`src/sprite_quad_batcher_macros.svh`:
```
// assertion helpers shared by the sprite quad batcher modules
`ifndef SPRITE_QUAD_BATCHER_MACROS_SVH
`define SPRITE_QUAD_BATCHER_MACROS_SVH
`ifndef SYNTHESIS
`define SQB_ASSERT(lbl, prop, msg) \
  lbl: assert property (@(posedge clk) disable iff (!rst_n) prop) else $error(msg);
`define SQB_ASSERT_IMPL(lbl, ante, cons, msg) \
  lbl: assert property (@(posedge clk) disable iff (!rst_n) (ante) |-> (cons)) else $error(msg);
`else
`define SQB_ASSERT(lbl, prop, msg)
`define SQB_ASSERT_IMPL(lbl, ante, cons, msg)
`endif
`endif

```
`src/sqb_pkg.sv`:
```
package sqb_pkg;

  localparam int unsigned MAX_SLOTS   = 32;
  localparam int unsigned MAX_QUADS   = 16384;
  localparam int unsigned QUEUE_DEPTH = 2;

  localparam logic [1:0] ACT_DRAW  = 2'd0;
  localparam logic [1:0] ACT_BEGIN = 2'd1;
  localparam logic [1:0] ACT_END   = 2'd2;

  localparam logic KIND_VERT = 1'b0;
  localparam logic KIND_DRAW = 1'b1;

  localparam logic [31:0] C1 = 32'd1686629713;
  localparam logic [31:0] C3 = 32'd693598668;
  localparam logic [31:0] C5 = 32'd85569306;
  localparam logic [31:0] C7 = 32'd5026995;

  typedef struct packed {
    logic        has_flush;
    logic [4:0]  flush_slot;
    logic [16:0] flush_idx;
    logic        has_quad;
    logic [31:0] pos_x;
    logic [31:0] pos_y;
    logic [31:0] pos_z;
    logic [30:0] size_x;
    logic [30:0] size_y;
    logic [15:0] rotation;
    logic [31:0] color;
    logic [4:0]  slot;
    logic [15:0] tiling;
  } sqb_cmd_t;

endpackage

```
`src/sqb_front.sv`:
```
`include "sprite_quad_batcher_macros.svh"

module sqb_front #(
  parameter int unsigned MaxSlots = sqb_pkg::MAX_SLOTS,
  parameter int unsigned MaxQuads = sqb_pkg::MAX_QUADS
) (
  input  logic              clk,
  input  logic              rst_n,
  input  logic              cfg_wr_en,
  input  logic [14:0]       cfg_wr_data,
  input  logic              in_valid,
  output logic              in_stall,
  input  logic [1:0]        in_action,
  input  logic [31:0]       in_pos_x,
  input  logic [31:0]       in_pos_y,
  input  logic [31:0]       in_pos_z,
  input  logic [30:0]       in_size_x,
  input  logic [30:0]       in_size_y,
  input  logic [15:0]       in_rotation,
  input  logic [31:0]       in_color,
  input  logic [15:0]       in_texture_id,
  input  logic [15:0]       in_tiling,
  output logic              q_push,
  output sqb_pkg::sqb_cmd_t q_din,
  input  logic              q_full
);

  localparam int unsigned SlW = (MaxSlots > 1) ? $clog2(MaxSlots) : 1;
  localparam int unsigned SuW = $clog2(MaxSlots + 1);
  localparam int unsigned QcW = $clog2(MaxQuads + 1);

  typedef enum logic [2:0] {
    F_IDLE = 3'b001,
    F_LOOK = 3'b010,
    F_DEC  = 3'b100
  } fst_t;

  fst_t fst_r, fst_nxt;
  logic [14:0] cfg_r;
  logic [1:0]  act_r;
  logic [15:0] tex_r;
  sqb_pkg::sqb_cmd_t item_r;
  logic [15:0] tab_r [MaxSlots];
  logic [MaxSlots-1:0] match_r, match_nxt;
  logic [SuW-1:0] su_r, su_nxt;
  logic [QcW-1:0] qc_r, qc_nxt;

  logic [SlW-1:0] hit_idx, slot_v;
  logic found, batch_full, flush, add, commit, push_req;
  logic [14:0] lim;
  logic [QcW-1:0] qc_e, fl_qc;
  logic [SuW-1:0] su_e, fl_su;

  assign in_stall = (fst_r != F_IDLE);

  always_comb begin
    for (int i = 0; i < MaxSlots; i++) begin
      match_nxt[i] = (i != 0) && (SuW'(i) < su_r) && (tab_r[i] == tex_r);
    end
  end

  always_comb begin
    hit_idx = '0;
    for (int i = MaxSlots - 1; i >= 1; i--) begin
      if (match_r[i]) hit_idx = SlW'(i);
    end
  end
  assign found = |match_r;

  always_comb begin
    if (cfg_r == '0) begin
      lim = 15'd1;
    end else if (cfg_r > 15'(MaxQuads)) begin
      lim = 15'(MaxQuads);
    end else begin
      lim = cfg_r;
    end
  end
  assign batch_full = (15'(qc_r) >= lim);

  always_comb begin
    flush    = 1'b0;
    fl_qc    = qc_r;
    fl_su    = su_r;
    qc_e     = batch_full ? '0 : qc_r;
    su_e     = batch_full ? SuW'(1) : su_r;
    slot_v   = '0;
    add      = 1'b0;
    push_req = 1'b0;
    qc_nxt   = qc_r;
    su_nxt   = su_r;
    if (fst_r == F_DEC) begin
      unique case (act_r)
        sqb_pkg::ACT_DRAW: begin
          flush  = batch_full;
          su_nxt = su_e;
          if (tex_r != '0) begin
            if (!batch_full && found) begin
              slot_v = hit_idx;
            end else if (su_e == SuW'(MaxSlots)) begin
              flush  = 1'b1;
              fl_qc  = qc_e;
              fl_su  = su_e;
              slot_v = SlW'(1);
              su_nxt = SuW'(2);
              add    = 1'b1;
            end else begin
              slot_v = su_e[SlW-1:0];
              su_nxt = su_e + 1'b1;
              add    = 1'b1;
            end
          end
          qc_e     = (flush && !batch_full) ? '0 : qc_e;
          qc_nxt   = qc_e + 1'b1;
          push_req = 1'b1;
        end
        sqb_pkg::ACT_END: begin
          flush    = (qc_r != '0);
          push_req = flush;
          qc_nxt   = '0;
          su_nxt   = SuW'(1);
        end
        sqb_pkg::ACT_BEGIN: begin
          qc_nxt = '0;
          su_nxt = SuW'(1);
        end
        default: begin
        end
      endcase
    end
  end

  always_comb begin
    q_din            = item_r;
    q_din.has_flush  = flush;
    q_din.flush_slot = 5'(fl_su - 1'b1);
    q_din.flush_idx  = 17'({fl_qc, 2'b00}) + 17'({fl_qc, 1'b0});
    q_din.has_quad   = (act_r == sqb_pkg::ACT_DRAW);
    q_din.slot       = 5'(slot_v);
  end

  assign q_push = push_req && !q_full;
  assign commit = (fst_r == F_DEC) && !(push_req && q_full);

  always_comb begin
    fst_nxt = fst_r;
    unique case (fst_r)
      F_IDLE:  if (in_valid) fst_nxt = F_LOOK;
      F_LOOK:  fst_nxt = F_DEC;
      F_DEC:   if (commit) fst_nxt = F_IDLE;
      default: fst_nxt = F_IDLE;
    endcase
  end

  always_ff @(posedge clk) begin
    if (!rst_n) begin
      fst_r <= F_IDLE;
      cfg_r <= 15'(MaxQuads);
      su_r  <= SuW'(1);
      qc_r  <= '0;
    end else begin
      fst_r <= fst_nxt;
      if (cfg_wr_en) cfg_r <= cfg_wr_data;
      if (commit) begin
        su_r <= su_nxt;
        qc_r <= qc_nxt;
      end
    end
  end

  always_ff @(posedge clk) begin
    if (fst_r == F_IDLE && in_valid) begin
      act_r             <= in_action;
      tex_r             <= in_texture_id;
      item_r.has_flush  <= 1'b0;
      item_r.flush_slot <= '0;
      item_r.flush_idx  <= '0;
      item_r.has_quad   <= 1'b0;
      item_r.pos_x      <= in_pos_x;
      item_r.pos_y      <= in_pos_y;
      item_r.pos_z      <= in_pos_z;
      item_r.size_x     <= in_size_x;
      item_r.size_y     <= in_size_y;
      item_r.rotation   <= in_rotation;
      item_r.color      <= in_color;
      item_r.slot       <= '0;
      item_r.tiling     <= in_tiling;
    end
    if (fst_r == F_LOOK) match_r <= match_nxt;
    if (commit && add) tab_r[slot_v] <= tex_r;
  end

  `SQB_ASSERT(a_slots_range, (su_r >= SuW'(1)) && (su_r <= SuW'(MaxSlots)), "slots in use out of range")
  `SQB_ASSERT(a_quads_range, 15'(qc_r) <= 15'(MaxQuads), "quad count above limit")

endmodule

```
`config.mk`:
```
export PLATFORM = sky130hd
export DESIGN_NAME = sqb_front
export DESIGN_NICKNAME = d
export VERILOG_FILES = /design/src/sqb_pkg.sv /design/src/sqb_front.sv
export VERILOG_INCLUDE_DIRS = /design/src /design/src/src
export SDC_FILE = /design/constraint.sdc
export NUM_CORES = 1
export LEC_CHECK = 0
export BUFFER_PORTS_ARGS = -buffer_cell sky130_fd_sc_hd__buf_2
export CAP_MARGIN = 25
export CORE_ASPECT_RATIO = 1.4
export CORE_MARGIN = 2
export CORE_UTILIZATION = 45
export CTS_BUF_LIST = sky130_fd_sc_hd__clkbuf_8
export DETAILED_ROUTE_END_ITERATION = 10
export GPL_TIMING_DRIVEN = 0
export PLACE_DENSITY = 0.67
export SYNTH_ARGS = -nofsm -noshare
export SYNTH_HDL_FRONTEND = slang
export SYNTH_SLANG_ARGS = --single-unit
```
`constraint.sdc`:
```
create_clock -name clk -period 20.3 [get_ports clk]
set_clock_uncertainty 0.2 [all_clocks]
set_input_delay 2.03 -clock clk [delete_from_list [all_inputs] [get_ports clk]]
set_output_delay 2.03 -clock clk [all_outputs]
set_load 0.05 [all_outputs]
```
After elaboration in Yosys (flattened, before gate mapping)
Memory sizes are Yosys's and may differ from the RTL's.
Index checks and enable logic that the tools add are counted.
{"block": "op_classes", "bitwise_logic": 0, "n_mul": 0, "addsub": 4, "div": 0, "order_cmp": 33, "n_eq_ne": 40, "n_shift": 0, "reduce_logical": 50, "muxes": 74}
{"operator": "$eq A16 B16 Y1", "n": 31}
{"operator": "$mux W5", "n": 41}
{"operator": "$mux W15", "n": 9}
{"operator": "$lt A5 B6 Y1 const A", "n": 16}
{"operator": "$lt A4 B6 Y1 const A", "n": 8}
{"operator": "$logic_and A1 B1 Y1", "n": 38}
{"operator": "$reduce_or A31 Y1", "n": 1}
{"operator": "$pmux W15 S2", "n": 1}
{"operator": "$lt A3 B6 Y1 const A", "n": 4}
{"operator": "$mux W6", "n": 4}
{"operator": "$add A17 B16 Y17", "n": 1}
{"operator": "$reduce_bool A16 Y1", "n": 1}
{"operator": "$add A15 B1 Y15 const B", "n": 1}
{"operator": "$ge A15 B15 Y1", "n": 1}
{"operator": "$gt A15 B15 Y1 const B", "n": 1}
{"operator": "$logic_not A15 Y1", "n": 1}
{"operator": "$reduce_bool A15 Y1", "n": 1}
{"operator": "$mux W1", "n": 13}
{"operator": "$lt A2 B6 Y1 const A", "n": 2}
{"operator": "$pmux W6 S2", "n": 1}
{"operator": "$pmux W3 S3", "n": 1}
{"operator": "$add A6 B1 Y6 const B", "n": 1}
{"operator": "$eq A6 B6 Y1 const B", "n": 1}
{"operator": "$lt A1 B6 Y1 const A", "n": 1}
{"operator": "other kinds (16)", "n": 21}
{"block": "word_totals", "regBits": 310, "mem_count": 1, "out_inout_bits": 253, "ram_bits": 512, "latchBits": 0, "mem_bits_ro": 0}
{"memory": "tab_r", "depth": 32, "word_bits": 16, "rd": 31, "rd_ports_with_merged_regs": 0, "write_ports": 1, "line_no": "sqb_front.sv:43", "rtl": "logic [15:0] tab_r [MaxSlots];"}

Depth between registers and ports, before layout
{"block": "logic_depth", "ltp_word": 35, "mapped_depth": 25}

Worst setup path after synthesis
Ideal clock, no wire load.
{"block": "synth_path", "path_kind": "input-to-reg", "startpoint": "input in_valid", "endpoint": "register act_r[0] (enable)", "t_arrival_ns": 7.459, "path_stages": 1, "setup_slack_ns": 12.011, "cell_sequence": "and2_1"}
{"block": "synth_between", "elab_chain_cells": 1}
{"item": "start: declaration", "line_no": "sqb_front.sv:11", "rtl": "input logic in_valid,"}
{"item": "$logic_and A1 B1 Y1", "line_no": "sqb_front.sv:172", "rtl": "if (fst_r == F_IDLE && in_valid) begin"}
{"item": "end signal: assignment", "line_no": "sqb_front.sv:173", "rtl": "act_r <= in_action;"}
{"item": "end: declaration", "line_no": "sqb_front.sv:40", "rtl": "logic [1:0] act_r;"}
No other way between the ends.
A chain may end at the register's enable or synchronous reset.

==> reports/metrics.csv <==
stage,metric,value,unit
clock_network,Post-CTS Repair Setup Buffers,0,
clock_network,Num CTS Buffers,120,
drt,routed vias,21810,
clock_network,post-cts sizing count,0,
synthesis,number of synthesized flops with an enable pin,767,
pwr,Leak,14.90,nW
global_routing,largest net degree at the start of global routing,67,
layout,layout cells sized above 1,0.2853,
floorplan,Die Span X,233.1,um
sta,post-route worst setup slack,11910,ps
critical_path,r2r endpoint,qc_r[14]$_SDFFE_PN0P_,
critical_path,Worst Path Max Fanout,10,
global_routing,grt total ovfl,0,
global_routing,Total GRT Usage,0.3005,
worst_hold_path,Hold EP,cfg_r[1]$_SDFFE_PN0P_,
sta,Peak Freq,119.1,MHz
synthesis,mean post-synth cell area,15.65,um^2
pwr,sw frac,0.2690,
critical_path,startpoint types,register,
synthesis,ys flop type,edfxtp_1,
layout,"most common cell after layout, fill and taps aside",edfxtp_1,
floorplan,DIE AREA,75660,um^2
place,pre-CTS WS,12720,ps
sta,unrepaired setup endpoints after global routing,no,
clock_network,clock tree buffer depth,3,
clock_network,TritonCTS clock tree,yes,
global_routing,vias in the first global route,22120,
critical_path,CP Data Arrival Time,6160,ps
critical_path,R2R setup slack,14040,ps
pwr,Clk pwr share,0.356,
place,PortBufs,508,
global_routing,first-pass GRT wire length,159000,um
pwr,Seq pwr share,0.524,
pwr,VDD IR-drop max,0.06630,mV
synthesis,"Seq/Total Area, Yosys",0.7205,
sta,Final TNS setup,0,ps
critical_path,critical path's largest stage delay,560,ps
critical_path,Most Frequent Cell on Critical Path,nand2_1,
floorplan,Die Y,324.7,um
clock_network,Worst-path clk slew,70,ps
drt,ANT nets after route,0,
synthesis,syn_nets,2409,
pwr,combinational fraction of design power,0.120,
critical_path,Reg-to-Reg Start,cfg_r[9]$_SDFFE_PN0P_,
sta,setup violators final,0,
synthesis,Async SR Flop Fraction,0,
flow_run,Max-Cap Viols,0,
clock_network,clock sink count,806,
worst_hold_path,hold path start,cfg_r[1]$_SDFFE_PN0P_,
worst_hold_path,worst hold path type,reg -> reg,
synthesis,Synth Register Bits,806,
critical_path,type of the worst setup path,reg -> out,
drt,drc violations,0,
synthesis,post-synthesis cell area,33050,um^2
global_routing,initial antenna violation count,20,
drt,total wire length,113900,um
layout,"commonest cells after routing, fill and taps aside","edfxtp_1 (767), buf_2 (520), xor2_1 (338), xnor2_1 (174), clkbuf_8 (123)",
critical_path,CP Data Required Time,18070,ps
floorplan,Core Rows,117,
sta,Worst Tran Pin Value,1090,ps
floorplan,core area,72760,um^2
pwr,P_sw,0.9800,mW
sta,final slew viol count,0,
pwr,Internal,2.664,mW
worst_hold_path,hold-critical path depth,2,
clock_network,hold buffer count at CTS,0,
floorplan,initial core utilization,0.4543,
pwr,P per Cell Area,88.93,nW/um^2
place,GP Congestion,0.9777,
layout,Area growth syn-to-layout,23.96,%
layout,final layout net count,3140,
floorplan,num ports,513,
sta,relative slew slack,0.2736,
clock_network,root buf cell,clkbuf_8,
drt,initial drt markers,2075,
critical_path,CP cell instances,nor4_1 > nand4_1 > nand2_1 > nand2_1 > ha_1 > nand2_1 > o21ai_0 > a21oi_1 > o21ai_1 > clkbuf_1 > nor2_1 > inv_1 > ha_1 > and4b_1 > clkbuf_1 > nor2_1 > nand2_1 > o21ai_1 > a31o_1 > buf_2 > inv_2 > buf_2 > buf_2,
place,DPL Wire Length,86750,um
synthesis,YS warnings,0,
status,outcome,"finished, final reports clean",
sta,final worst-path cycle share,0.4135,
sta,"Min Clock Period, post-route",8394,ps
critical_path,CP endpoint kind,output pin,
critical_path,CP max stage cell,clkbuf_1,
synthesis,"Distinct cells, synth",75,
synthesis,Cells after Synth,2112,
clock_network,H-tree depth,3,
sta,"Hold Vio Cnt, Final",0,
drt,first-pass detailed-route iteration total,5,
critical_path,worst reg2reg path depth,24,
drt,Routed WL per cell,29.21,um
drt,DR vias/cell,5.594,
clock_network,Skew-Pair Late Insertion Delay,780,ps
-- critical path: cells and delay by family (launching register included) --
| kind | cells | cell delay, ps |
|---|---|---|
| buffers and inverters | 7 | 2160 |
| and+or+nand+nor | 9 | 1330 |
| AOI/OAI and AO/OA | 5 | 1110 |
| adders and majority gates | 2 | 430 |
| DFF | 1 | 330 |
-- metrics by stage --
step                      utilization  std cells  hold WS [ps]  instance area [um^2]  total power, mW
after detailed placement       0.5311       3672         317.2                 38640            2.380
after CTS                      0.5628       3892         339.6                 40950            3.664
final                          0.5631       3899         339.4                 40970            3.643
after global placement         0.5056       3572         317.7                 36790            2.348
after global routing           0.5630       3894         366.1                 40960            3.743
after floorplan                     -       2112         281.0                 33050            2.177
-- flip-flops by register name, indices dropped and copies added, names as in the netlist --
| name | count |
|---|---|
| tab_r | 496 |
| cfg_r | 15 |
| act_r | 2 |
| tex_r | 16 |
| su_r | 6 |
| q_din | 222 |
| fst_r | 3 |
| match_r | 31 |
| qc_r | 15 |
-- cell type report --
cell class | count | area (um^2)
antenna | 6 | 15.01
buffer | 111 | 461.7
clock buffer | 123 | 1693
clock inverter | 97 | 614.3
fill | 5767 | 31780
inverter | 27 | 101.3
multi-input combinational | 1168 | 8822
sequential | 806 | 23810
tap | 952 | 1191
timing repair buffer | 609 | 4260
-- cells by family after synthesis --
family,share of synthesized area
DFF,0.7205
xor gates and xnor gates,0.1357
and+or+nand+nor,0.07696
AOI/OAI and AO/OA,0.03097
buffers and inverters,0.01700
adders and majority gates,0.01423
muxes,0.004580
other,0.0001135
-- cells in the mapped netlist (11+ instances only) --
library cell  count  area (um^2)
inv_1            24        90.09
nand3_1          38        190.2
o21ai_0          24        120.1
buf_1            31        116.4
buf_2            11        55.05
nor4_1          102        638.1
a21oi_1          42        210.2
xor2_1          338         2960
mux2i_1          14        140.1
clkbuf_1         63        236.5
a31oi_1          12        75.07
nand2_1          56        210.2
nor2_1           63        236.5
nor3_1           65        325.3
edfxtp_1        767        23030
xnor2_1         174         1524
and3_1           12        75.07
nand2b_1         13        81.33
a211oi_1         11        82.58
dfxtp_1          39        780.8
nand4_1          50        312.8
ha_1             36        450.4
-- layer usage --
| layer | global-route usage | part of all wire |
|---|---|---|
| met1 | 0.3237 | 0.33 |
| met2 | 0.5408 | 0.52 |
| met3 | 0.06118 | 0.077 |
| met4 | 0.1735 | 0.066 |
| met5 | 0 | 0.00047 |
-- how the worst max path moves through the flow --
stage | endpoint | slack [ps] | startpoint | depth (start not counted)
detailed placement | q_din[16] | 12720 | cfg_r[9]$_SDFFE_PN0P_ | 23
CTS | q_din[16] | 11830 | cfg_r[9]$_SDFFE_PN0P_ | 23
global placement | q_din[91]$_DFFE_PP_ | 9510 | in_valid | 2
floorplan | act_r[0]$_DFFE_PP_ | 12010 | in_valid | 1
global route | q_din[16] | 11530 | cfg_r[9]$_SDFFE_PN0P_ | 23
finish | q_din[16] | 11910 | cfg_r[9]$_SDFFE_PN0P_ | 23
-- power groups by stage --
stage / registers [mW] / clock network, mW / logic, mW
2_1_floorplan: 2.06 / 0 / 0.114
3_3_place_gp: 1.99 / 0 / 0.360
3_5_place_dp: 1.94 / 0 / 0.435
4_1_cts: 1.91 / 1.32 / 0.436
5_1_grt: 1.91 / 1.38 / 0.450
6_report: 1.91 / 1.30 / 0.436
Note: power is estimated with default switching activity, not from simulation.
