### src/sprite_quad_batcher_macros.svh
// assertion helpers shared by the sprite quad batcher modules
`ifndef SPRITE_QUAD_BATCHER_MACROS_SVH
`define SPRITE_QUAD_BATCHER_MACROS_SVH
`ifndef SYNTHESIS
`define SQB_ASSERT(lbl, prop, msg) \
  lbl: assert property (@(posedge clk) disable iff (!rst_n) prop) else $error(msg);
`define SQB_ASSERT_IMPL(lbl, ante, cons, msg) \
  lbl: assert property (@(posedge clk) disable iff (!rst_n) (ante) |-> (cons)) else $error(msg);
`else
`define SQB_ASSERT(lbl, prop, msg)
`define SQB_ASSERT_IMPL(lbl, ante, cons, msg)
`endif
`endif

### src/sqb_pkg.sv
package sqb_pkg;

  localparam int unsigned MAX_SLOTS   = 32;
  localparam int unsigned MAX_QUADS   = 16384;
  localparam int unsigned QUEUE_DEPTH = 2;

  localparam logic [1:0] ACT_DRAW  = 2'd0;
  localparam logic [1:0] ACT_BEGIN = 2'd1;
  localparam logic [1:0] ACT_END   = 2'd2;

  localparam logic KIND_VERT = 1'b0;
  localparam logic KIND_DRAW = 1'b1;

  localparam logic [31:0] C1 = 32'd1686629713;
  localparam logic [31:0] C3 = 32'd693598668;
  localparam logic [31:0] C5 = 32'd85569306;
  localparam logic [31:0] C7 = 32'd5026995;

  typedef struct packed {
    logic        has_flush;
    logic [4:0]  flush_slot;
    logic [16:0] flush_idx;
    logic        has_quad;
    logic [31:0] pos_x;
    logic [31:0] pos_y;
    logic [31:0] pos_z;
    logic [30:0] size_x;
    logic [30:0] size_y;
    logic [15:0] rotation;
    logic [31:0] color;
    logic [4:0]  slot;
    logic [15:0] tiling;
  } sqb_cmd_t;

endpackage

### src/sqb_queue.sv
`include "sprite_quad_batcher_macros.svh"

module sqb_queue #(
  parameter int unsigned Depth = sqb_pkg::QUEUE_DEPTH
) (
  input  logic             clk,
  input  logic             rst_n,
  input  logic             push,
  input  sqb_pkg::sqb_cmd_t din,
  input  logic             pop,
  output sqb_pkg::sqb_cmd_t dout,
  output logic             full,
  output logic             empty
);

  localparam int unsigned PtrW = (Depth > 1) ? $clog2(Depth) : 1;
  localparam int unsigned CntW = $clog2(Depth + 1);

  sqb_pkg::sqb_cmd_t mem_r [Depth];
  logic [PtrW-1:0] wp_r, rp_r, wp_nxt, rp_nxt;
  logic [CntW-1:0] cnt_r, cnt_nxt;

  assign full  = (cnt_r == CntW'(Depth));
  assign empty = (cnt_r == '0);
  assign dout  = mem_r[rp_r];

  always_comb begin
    wp_nxt  = wp_r;
    rp_nxt  = rp_r;
    cnt_nxt = cnt_r;
    if (push) begin
      wp_nxt = (wp_r == PtrW'(Depth - 1)) ? '0 : wp_r + 1'b1;
    end
    if (pop) begin
      rp_nxt = (rp_r == PtrW'(Depth - 1)) ? '0 : rp_r + 1'b1;
    end
    if (push && !pop) begin
      cnt_nxt = cnt_r + 1'b1;
    end else if (pop && !push) begin
      cnt_nxt = cnt_r - 1'b1;
    end
  end

  always_ff @(posedge clk) begin
    if (!rst_n) begin
      wp_r  <= '0;
      rp_r  <= '0;
      cnt_r <= '0;
    end else begin
      wp_r  <= wp_nxt;
      rp_r  <= rp_nxt;
      cnt_r <= cnt_nxt;
    end
  end

  always_ff @(posedge clk) begin
    if (push) begin
      mem_r[wp_r] <= din;
    end
  end

  `SQB_ASSERT_IMPL(a_no_overflow, push, !full, "push into full queue")
  `SQB_ASSERT_IMPL(a_no_underflow, pop, !empty, "pop from empty queue")

endmodule

### config.mk
export PLATFORM = sky130hd
export DESIGN_NAME = sqb_queue
export DESIGN_NICKNAME = d
export VERILOG_FILES = /design/src/sqb_pkg.sv /design/src/sqb_queue.sv
export VERILOG_INCLUDE_DIRS = /design/src /design/src/src
export SDC_FILE = /design/constraint.sdc
export NUM_CORES = 1
export LEC_CHECK = 0
export ABC_AREA = 1
export BUFFER_PORTS_ARGS = -buffer_cell sky130_fd_sc_hd__buf_2
export CAP_MARGIN = 15
export CORE_MARGIN = 4
export CORE_UTILIZATION = 42
export CTS_CLUSTER_SIZE = 20
export DETAILED_ROUTE_END_ITERATION = 8
export PLACE_DENSITY = 0.64
export SETUP_SLACK_MARGIN = 0.4
export SLEW_MARGIN = 15
export SYNTH_ARGS = -nofsm -noshare
export SYNTH_HDL_FRONTEND = slang
export SYNTH_SLANG_ARGS = --single-unit
### constraint.sdc
create_clock -name clk -period 22.7 [get_ports clk]
set_clock_uncertainty 0.1 [all_clocks]
set_input_delay 1.135 -clock clk [delete_from_list [all_inputs] [get_ports clk]]
set_output_delay 1.135 -clock clk [all_outputs]
set_load 0.05 [all_outputs]
* Word level (Yosys, flattened, before mapping)
Memory sizes are Yosys's and may differ from the RTL's. A register that Yosys moved wholly into a read port is not among the register bits.
Index checks and enable logic that the tools add are counted.
W data, S select, Z words.
** Storage, ports and cells
- Register bits after elaboration :: 4
- Bits in writable memories :: 502
- Output and inout bits :: 253
- Logic and storage cells :: 23
- Memories :: 1
** Operators by class
- $add $sub $neg :: 4
- Equal/unequal tests :: 1
- Mux-type cells :: 8
- Reductions and logical operators :: 6
** Memories
- mem_r :: words 2, bits a word 251, rd ports 1, clocked after memory_dff 1, wr ports 1, line sqb_queue.sv:19 : sqb_pkg::sqb_cmd_t mem_r [Depth];
** Operator list (count)
- $mux W1 :: 6
- $mux W2 :: 2
- $add A1 B1 Y1 const B :: 2
- $add A2 B1 Y2 const B :: 1
- $eq A2 B2 Y1 const B :: 1
- $logic_and A1 B1 Y1 :: 2
- $logic_not A1 Y1 :: 2
- $logic_not A2 Y1 :: 1
- $reduce_bool A2 Y1 :: 1
- $sub A2 B1 Y2 const B :: 1

* Logic depth before layout (Yosys ltp)
Gate-level depths: netlist of the first run.
- Depth after elaboration :: 4
- Depth in mapped cells :: 8
- Mapped depth without buffers :: 8

* Worst setup path after synthesis of the first run
No wires, ideal clock.
- Path kind :: input -> register
- From :: input push
- To :: memory mem_r[0][0] in the netlist's numbering, enable pin
- Arrival time :: 11.660 ns
- Data required time :: 21.725 ns
- Setup slack :: 10.065 ns
- Stages on the path :: 2
- Buffers on the path :: 0
- Cells stage by stage :: inv_1 nor2_1
** Between the ends
- Word-level cells in the longest chain between the ends :: 2
** Ends and longest elaborated chain
- start: declaration :: line sqb_queue.sv:8 : input logic push,
- $mux W1 :: line sqb_queue.sv:57 : if (push) begin
- $mux W1 (implied by the code) :: line sqb_queue.sv:58 : mem_r[wp_r] <= din;
- end: declaration :: line sqb_queue.sv:19
No other way between the ends.

==> flow_summary.yaml, run 1 <==
finish:
  stdcell_count: 1998
  finish.net_count: 1613
  fillerInstances: 3557
  drive_above_1_share_pct: 60.1
  areaGrowthSynthToFinish_pct: 25.4
timing:
  hold_ws_ns: 0.402
  fmax_mhz: 227
  slew_violations: 0
  finalCriticalPeriod_ns: 4.40
  final.setup.worst_slack_ns: 18.30
  finalSetupTns_ns: 0
  finalHoldViolations: 0
  setup_violations: 0
  min_period_over_period_pct: 19.4
  timing.slew.headroom_pct: 22.0
  rsz0062_at_grt: "no"
  tightestPinTransition_ns: 1.17
drt:
  postRouteWirelength_um: 41800
  vias_per_cell: 4.75
  vias: 9486
  drc: 0
  postRouteAntennaNets: 0
  drt_iter0_drc: 565
  wire_per_inst_um: 20.9
  firstDrtPassIters: 4
floorplan:
  initial_utilization_pct: 42.9
  die_h_um: 221
  fp.dieW_um: 221
  rows: 77
  die_area_mm2: 0.0490
  coreArea_mm2: 0.0446
  ios: 508
run:
  maxCapViolCount: 0
synth:
  yosys.area.top_type: "edfxtp_1"
  yosysWarnings: 0
  synthTopCellsByArea: "edfxtp_1 (79%), mux2_4 (15%), mux2_2 (3.6%)"
  yosysUniqueCellTypes: 14
  yosysMostFrequentCell: "edfxtp_1"
  syn_area_mm2: 0.0191
  syn_nets: 1072
  async_flop_share_pct: 0
  synth_edf_count: 502
  synth-main-ff-cell: "edfxtp_1"
  synth.top_cell.area_share_pct: 78.8
  ys_seq_area_share_pct: 79.4
  syn_avg_cell_area_um2: 23.4
  synth_common_cells: "edfxtp_1 (502), mux2_4 (190), mux2_2 (61), buf_6 (22), nor2_1 (9)"
  synth_seq_cells: 507
  synthCells: 816
worst_setup_path:
  cp_slowest_cell: "buf_4"
  cp_max_fo: 61
  cp-end-kind: "output port"
  critPathMaxStageDelay_ns: 0.97
  required_ns: 21.47
  worstPathCellList: "buf_4 > mux2_2 > buf_2"
  start_kind: "flop"
  worst_ep_arrival_time_ns: 3.17
  crit_type: "reg2out"
placement:
  place_ws_ns: 18.85
  place.gp.congestion: 0.786
  portBuffers: 507
  placed_cells: 1895
  hpwl_um: 28800
clock_tree:
  post_cts_buffers: 0
  htree_levels: 2
  clk_latency_ns: 0.56
  cts_buffer_depth: 3
  clkSinkCount: 507
  root_buffer: "clkbuf_16"
  cts_buffers: 52
  holdBufCountCts: 0
  clkTransAtPathRegs_ns: 0.05
  cts_resized: 0
  cts_tree: "built"
pwr:
  ir_drop_mv: 0.0721
  finalPower_w: 0.00230
  cellPowerDensity_mw_per_mm2: 96.0
  p_leak_nw: 9.40
status:
  status: "completed"
global_routing:
  grt_pass1_wl_um: 61200
  grt_usage_pct: 16.2
  grt_max_degree: 134
  grt_overflow_total: 0
  grt_pass1_vias: 10122
  antenna_found_initial: 11
worst_hold_path:
  min_path_type: "reg2reg"
[path summary, 6_finish.rpt]
path | start | to | slack [ns] | cells after the start
worst max register to register | wp_r | mem_r[1][42] | 19.97 | 3
worst max-delay path | flop | dout[230] | 18.30 | 3
worst min-delay path | rp_r | flop | 0.40 | 2
worst min register to register | rp_r | flop | 0.40 | 2
[power by group]
part | switching [W] | total [W] | internal (W)
Clock | 0.000334 | 0.000868 | 0.000534
Combinational | 0.000230 | 0.000333 | 0.000104
Sequential | 0.0000158 | 0.00110 | 0.00109
Total | 0.000580 | 0.00230 | 0.00172
[layout make-up]
class                   instances  area, um2  area share (%)
well taps                     592        741            3.09
clock inverters                26        354            1.48
flip-flops and latches        507      15200            63.3
diodes                          8       20.0          0.0835
multi-input cells             273       3640            15.2
clock buffers                  69       1400            5.82
inverters                       8       37.5           0.157
repair buffers                515       2610            10.9
[critical path: cells and delay by family, from the launching register on]
kind,cells,cell delay (ns)
multiplexers,1,0.42
flip-flops,1,0.91
buffers and inverters,2,1.18
[through the flow]
stage / instance area [um2] / utilization [%]
finish: 24000 / 53.8
global route: 24000 / 53.8
CTS: 24000 / 53.7
detailed placement: 22200 / 49.8
global placement: 22200 / 49.8
floorplan: 19100 / -
[cell families after synthesis]
logic type,Yosys count,share of synthesized area [%]
mux,251,18.5
buf+inv,36,1.61
simple gates,19,0.393
fa+ha+maj,1,0.0654
flops,507,79.4
compound gates,2,0.0523
[state kept, by name (all words and copies together) (netlist names), named ones only]
name / flops
mem_r: 502
rp_r: 1
cnt_r: 2
wp_r: 1
[routing by layer]
metal / global-route usage (%) / vias up / routed length, um
met4: 7.03 / 6 / 1440
met1: 18.1 / 4717 / 15500
met3: 4.69 / 88 / 2830
li1: - / 4340 / -
met5: 0 / - / 41
met2: 29.0 / 335 / 22000
[layout by cell type, fill, tap and decap left out, types with 2 or more instances in the layout]
cell         n
buf_4        7
mux2_4     190
nand2_1      8
diode_2      8
clkinv_2     5
edfxtp_1   502
clkbuf_1    15
dfxtp_1      4
clkinv_1     9
nor2_1       8
mux2_2      61
bufinv_16    9
clkbuf_16   53
inv_1        7
buf_2      507
inv_6        2
(Power assumes the default switching activity.)
==> run 2, diff against run 1 <==
- clock period: 22.7 -> 4.5 ns (I/O delays scaled with it)
==> run 2 against run 1 <==
Critical path type unchanged; critical endpoint is now dout[212]; die area did not move; sequential power rose to 5.1 times the previous value; global-route usage rose by 1.3 points; critical path depth unchanged; setup slack lost 17 ns; final cell count rose by 13%; sequential share of layout area fell by 5.9 points; clock power rose to 4.5 times the previous value; design area is 10% higher.
==> flow_summary.yaml, run 2 (same netlist as run 1, synthesis figures left out) <==
clock_tree:
  clkSinkCount: 507
  holdBufCountCts: 257
  cts_buffer_depth: 3
  post_cts_buffers: 0
  cts_tree: "built"
  cts_resized: 0
  cts_buffers: 51
  root_buffer: "clkbuf_16"
  clk_latency_ns: 0.57
  clkTransAtPathRegs_ns: 0.06
  htree_levels: 2
global_routing:
  grt_max_degree: 117
  grt_usage_pct: 17.6
  grt_pass1_vias: 11534
  grt_pass1_wl_um: 67400
  antenna_found_initial: 5
  grt_overflow_total: 0
timing:
  min_period_over_period_pct: 66.4
  slew_violations: 0
  finalCriticalPeriod_ns: 2.99
  fmax_mhz: 335
  final.setup.worst_slack_ns: 1.51
  timing.slew.headroom_pct: 30.9
  finalHoldViolations: 0
  setup_violations: 0
  tightestPinTransition_ns: 1.04
  rsz0062_at_grt: "no"
status:
  status: "completed"
drt:
  firstDrtPassIters: 4
  wire_per_inst_um: 19.7
  vias_per_cell: 4.67
  postRouteWirelength_um: 44300
  drt_iter0_drc: 549
  vias: 10520
  drc: 0
  postRouteAntennaNets: 0
finish:
  layout_common_cells: "buf_2 (507), edfxtp_1 (502), dlygate4sd3_1 (257)"
  drive_above_1_share_pct: 50.8
  final_common_cell: "buf_2"
  stdcell_count: 2254
  areaGrowthSynthToFinish_pct: 38.3
  finish.net_count: 1874
  fin_area_mm2: 0.0264
  reg_top3: "mem_r: 502 flops, cnt_r: 2 flops"
  max_flop_register: "mem_r"
  largest_reg_flops: 502
placement:
  hpwl_um: 28700
  place_ws_ns: 2.03
  placed_cells: 1900
  place.gp.congestion: 0.764
  portBuffers: 507
  dpl_cell_area_mm2: 0.0223
floorplan:
  initial_utilization_pct: 42.9
  die_h_um: 221
  ios: 508
  fp.dieW_um: 221
  die_area_mm2: 0.0490
  coreArea_mm2: 0.0446
  rows: 77
worst_setup_path:
  start_kind: "flop"
  required_ns: 4.18
  cp-end-kind: "output port"
  cp_max_fo: 61
  crit_type: "reg2out"
  worst_ep_arrival_time_ns: 2.66
pwr:
  ir_drop_mv: 0.328
  p_leak_nw: 10.4
  finalPower_w: 0.0113
  cellPowerDensity_mw_per_mm2: 429
run:
  maxCapViolCount: 0
worst_hold_path:
  min_path_type: "in2reg"
-- run 2: stage by stage --
step	hold slack [ns]	utilization, %	TNS, ns
3_5_place_dp	0.316	50.1	0
5_1_grt	0.243	59.3	0
3_3_place_gp	0.312	50.1	0
4_1_cts	0.226	59.3	0
6_report	0.274	59.3	0
2_1_floorplan	0.224	-	-46.94
-- run 2: layer usage --
metal	part of all wire, %	wire (um)	global-route usage (%)	vias to the layer above
met1	37	16500	19.8	5204
met2	53	23400	31.8	351
li1	-	-	-	4860
met4	3.4	1490	6.24	4
met3	6.5	2880	5.22	101
met5	0.061	27	0	-
-- run 2: final timing paths --
path | startpoint | to | slack [ns] | cells after the start
worst max-delay path | flop | dout[212] | 1.51 | 3
worst min-delay path | din[17] | mem_r[1][17] | 0.27 | 2
worst max register to register | wp_r | mem_r[1][222] | 2.28 | 3
worst min register to register | rp_r | flop | 0.42 | 2
-- run 2: layout make-up --
cell class | instances | area [um2]
clock buffers | 65 | 1370
fillers | 3289 | 18200
flip-flops and latches | 507 | 15200
well taps | 592 | 741
clock inverters | 29 | 156
diodes | 3 | 7.51
inverters | 8 | 33.8
multi-input cells | 273 | 3650
repair buffers | 777 | 5310
-- run 2: critical path: stages (launching register included) --
cell and delay, ns:
dfxtp_4 1.03, buf_4 0.48, mux2_4 0.34, buf_2 0.21
-- run 2: report_power, final --
group	total, W	internal (W)	switching [W]
combinational	0.00189	0.000677	0.00122
sequential	0.00556	0.00548	0.0000788
clock	0.00388	0.00220	0.00168
==> run 3, diff against run 2 <==
- PLACE_DENSITY: 0.64 -> 0.67
- clock period: 4.5 -> 2.6 ns (I/O delays scaled with it)
==> run 3 against run 2 <==
Critical path depth grew 1; clock power grew 74%; sequential power grew 72%; power grew 75%; register-to-register slack lost 1.5 ns; critical path type unchanged; critical endpoint is now dout[246]; largest cell class unchanged.
==> flow_summary.yaml, run 3 (same netlist as run 1, synthesis figures left out) <==
floorplan:
  ios: 508
  rows: 77
  die_h_um: 221
  die_area_mm2: 0.0490
  coreArea_mm2: 0.0446
  initial_utilization_pct: 42.9
  fp.dieW_um: 221
worst_hold_path:
  holdCritStartpoint: "din[239]"
  min_path_type: "in2reg"
finish:
  fillerInstances: 3122
  largest_reg_flops: 502
  regArea_mm2: 0.0152
  reg_top3: "mem_r: 502 flops, cnt_r: 2 flops"
  drive_above_1_share_pct: 51.8
  max_flop_register: "mem_r"
  layout_common_cells: "edfxtp_1 (502), buf_2 (450), dlygate4sd3_1 (258)"
  finish.net_count: 1908
  multi_input_area_mm2: 0.00365
  areaGrowthSynthToFinish_pct: 42.3
  final_common_cell: "edfxtp_1"
drt:
  wire_per_inst_um: 20.1
  postRouteWirelength_um: 46100
  postRouteAntennaNets: 0
  drt_iter0_drc: 680
  vias_per_cell: 4.69
  firstDrtPassIters: 5
  vias: 10745
  drc: 0
global_routing:
  grt_pass1_vias: 11668
  antenna_found_initial: 4
  grt_pass1_wl_um: 67500
  grt_max_degree: 120
  grt_usage_pct: 17.6
  grt_overflow_total: 0
status:
  status: "completed"
timing:
  min_period_over_period_pct: 84.6
  rsz0062_at_grt: "yes"
  finalCriticalPeriod_ns: 2.20
  tightestPinTransition_ns: 0.839
  setup_violations: 0
  fmax_mhz: 455
  hold_ws_ns: 0.167
  timing.slew.headroom_pct: 44.1
  final.setup.worst_slack_ns: 0.401
  finalHoldViolations: 0
  slew_violations: 0
worst_setup_path:
  worst_ep_arrival_time_ns: 1.97
  rr_startpoint: "wp_r"
  required_ns: 2.37
  cp-end-kind: "output port"
  start_kind: "flop"
  cp_max_fo: 20
  crit_type: "reg2out"
clock_tree:
  clkSinkCount: 507
  clk_latency_ns: 0.58
  root_buffer: "clkbuf_16"
  clkTransAtPathRegs_ns: 0.06
  cts_tree: "built"
  htree_levels: 2
  cts_buffers: 52
  cts_buffer_depth: 3
pwr:
  cellPowerDensity_mw_per_mm2: 731
  p_leak_nw: 10.8
  ir_drop_mv: 0.608
run:
  maxCapViolCount: 0
placement:
  place_ws_ns: 0.766
  hpwl_um: 29200
  place.gp.congestion: 0.797
  portBuffers: 507
run 3: cell type report:
cell class,count,area share (%)
antenna,4,0.0368
clock buffer,62,5.00
clock inverter,34,0.676
inverter,8,0.124
multi-input combinational,273,13.4
sequential,507,55.8
tap,592,2.72
timing repair buffer,810,22.2
run 3: path summary, 6_finish.rpt:
check,to,slack (ns),cells past startpoint
worst max-delay path,dout[246],0.40,4
worst min-delay path,mem_r[0][239],0.17,2
worst max register to register,wp_r,0.75,5
worst min register to register,rp_r,0.40,2
run 3: power breakdown:
group,switching (W),leakage (nW),total [W],internal (W)
logic,0.00219,5.25,0.00352,0.00134
clock network,0.00296,0.765,0.00677,0.00381
registers,0.000109,4.75,0.00959,0.00948
total,0.00526,10.8,0.0199,0.0146
run 3: repair_timing:
item	in CTS	in global routing
setup endpoints to repair	227	240
cloned	1	8
hold buffers	258	0
setup buffers	6	3
gates resized for setup	8	130
endpoints found under the hold margin	507	0
run 3: metal layers:
metal	vias to the layer above	part of all wire (%)	wire, um	track usage, %
met5	-	0	0	0
met4	0	3.1	1430	6.38
met3	87	6.4	2970	5.17
met2	394	54	24800	31.8
met1	5329	37	16900	19.8
li1	4935	-	-	-
run 3: worst max-delay path, cell delays in order, from the launching register on:
cell	delay, ns
dfxtp_4	0.43
buf_12	0.18
buf_16	0.18
mux2_2	0.37
buf_2	0.22
run 3: metrics by stage:
| stage | area [um2] | instances | utilization (%) | power, W | setup TNS, ns |
|---|---|---|---|---|---|
| 2_1_floorplan | 19100 | 816 | - | 0.0120 | -1000.74 |
| 3_3_place_gp | 22500 | 1914 | 50.5 | 0.0127 | 0 |
| 3_5_place_dp | 22500 | 1914 | 50.5 | 0.0128 | 0 |
| 4_1_cts | 26700 | 2275 | 59.9 | 0.0199 | 0 |
| 5_1_grt | 27200 | 2290 | 61.0 | 0.0206 | 0 |
| 6_report | 27200 | 2290 | 61.0 | 0.0199 | 0 |
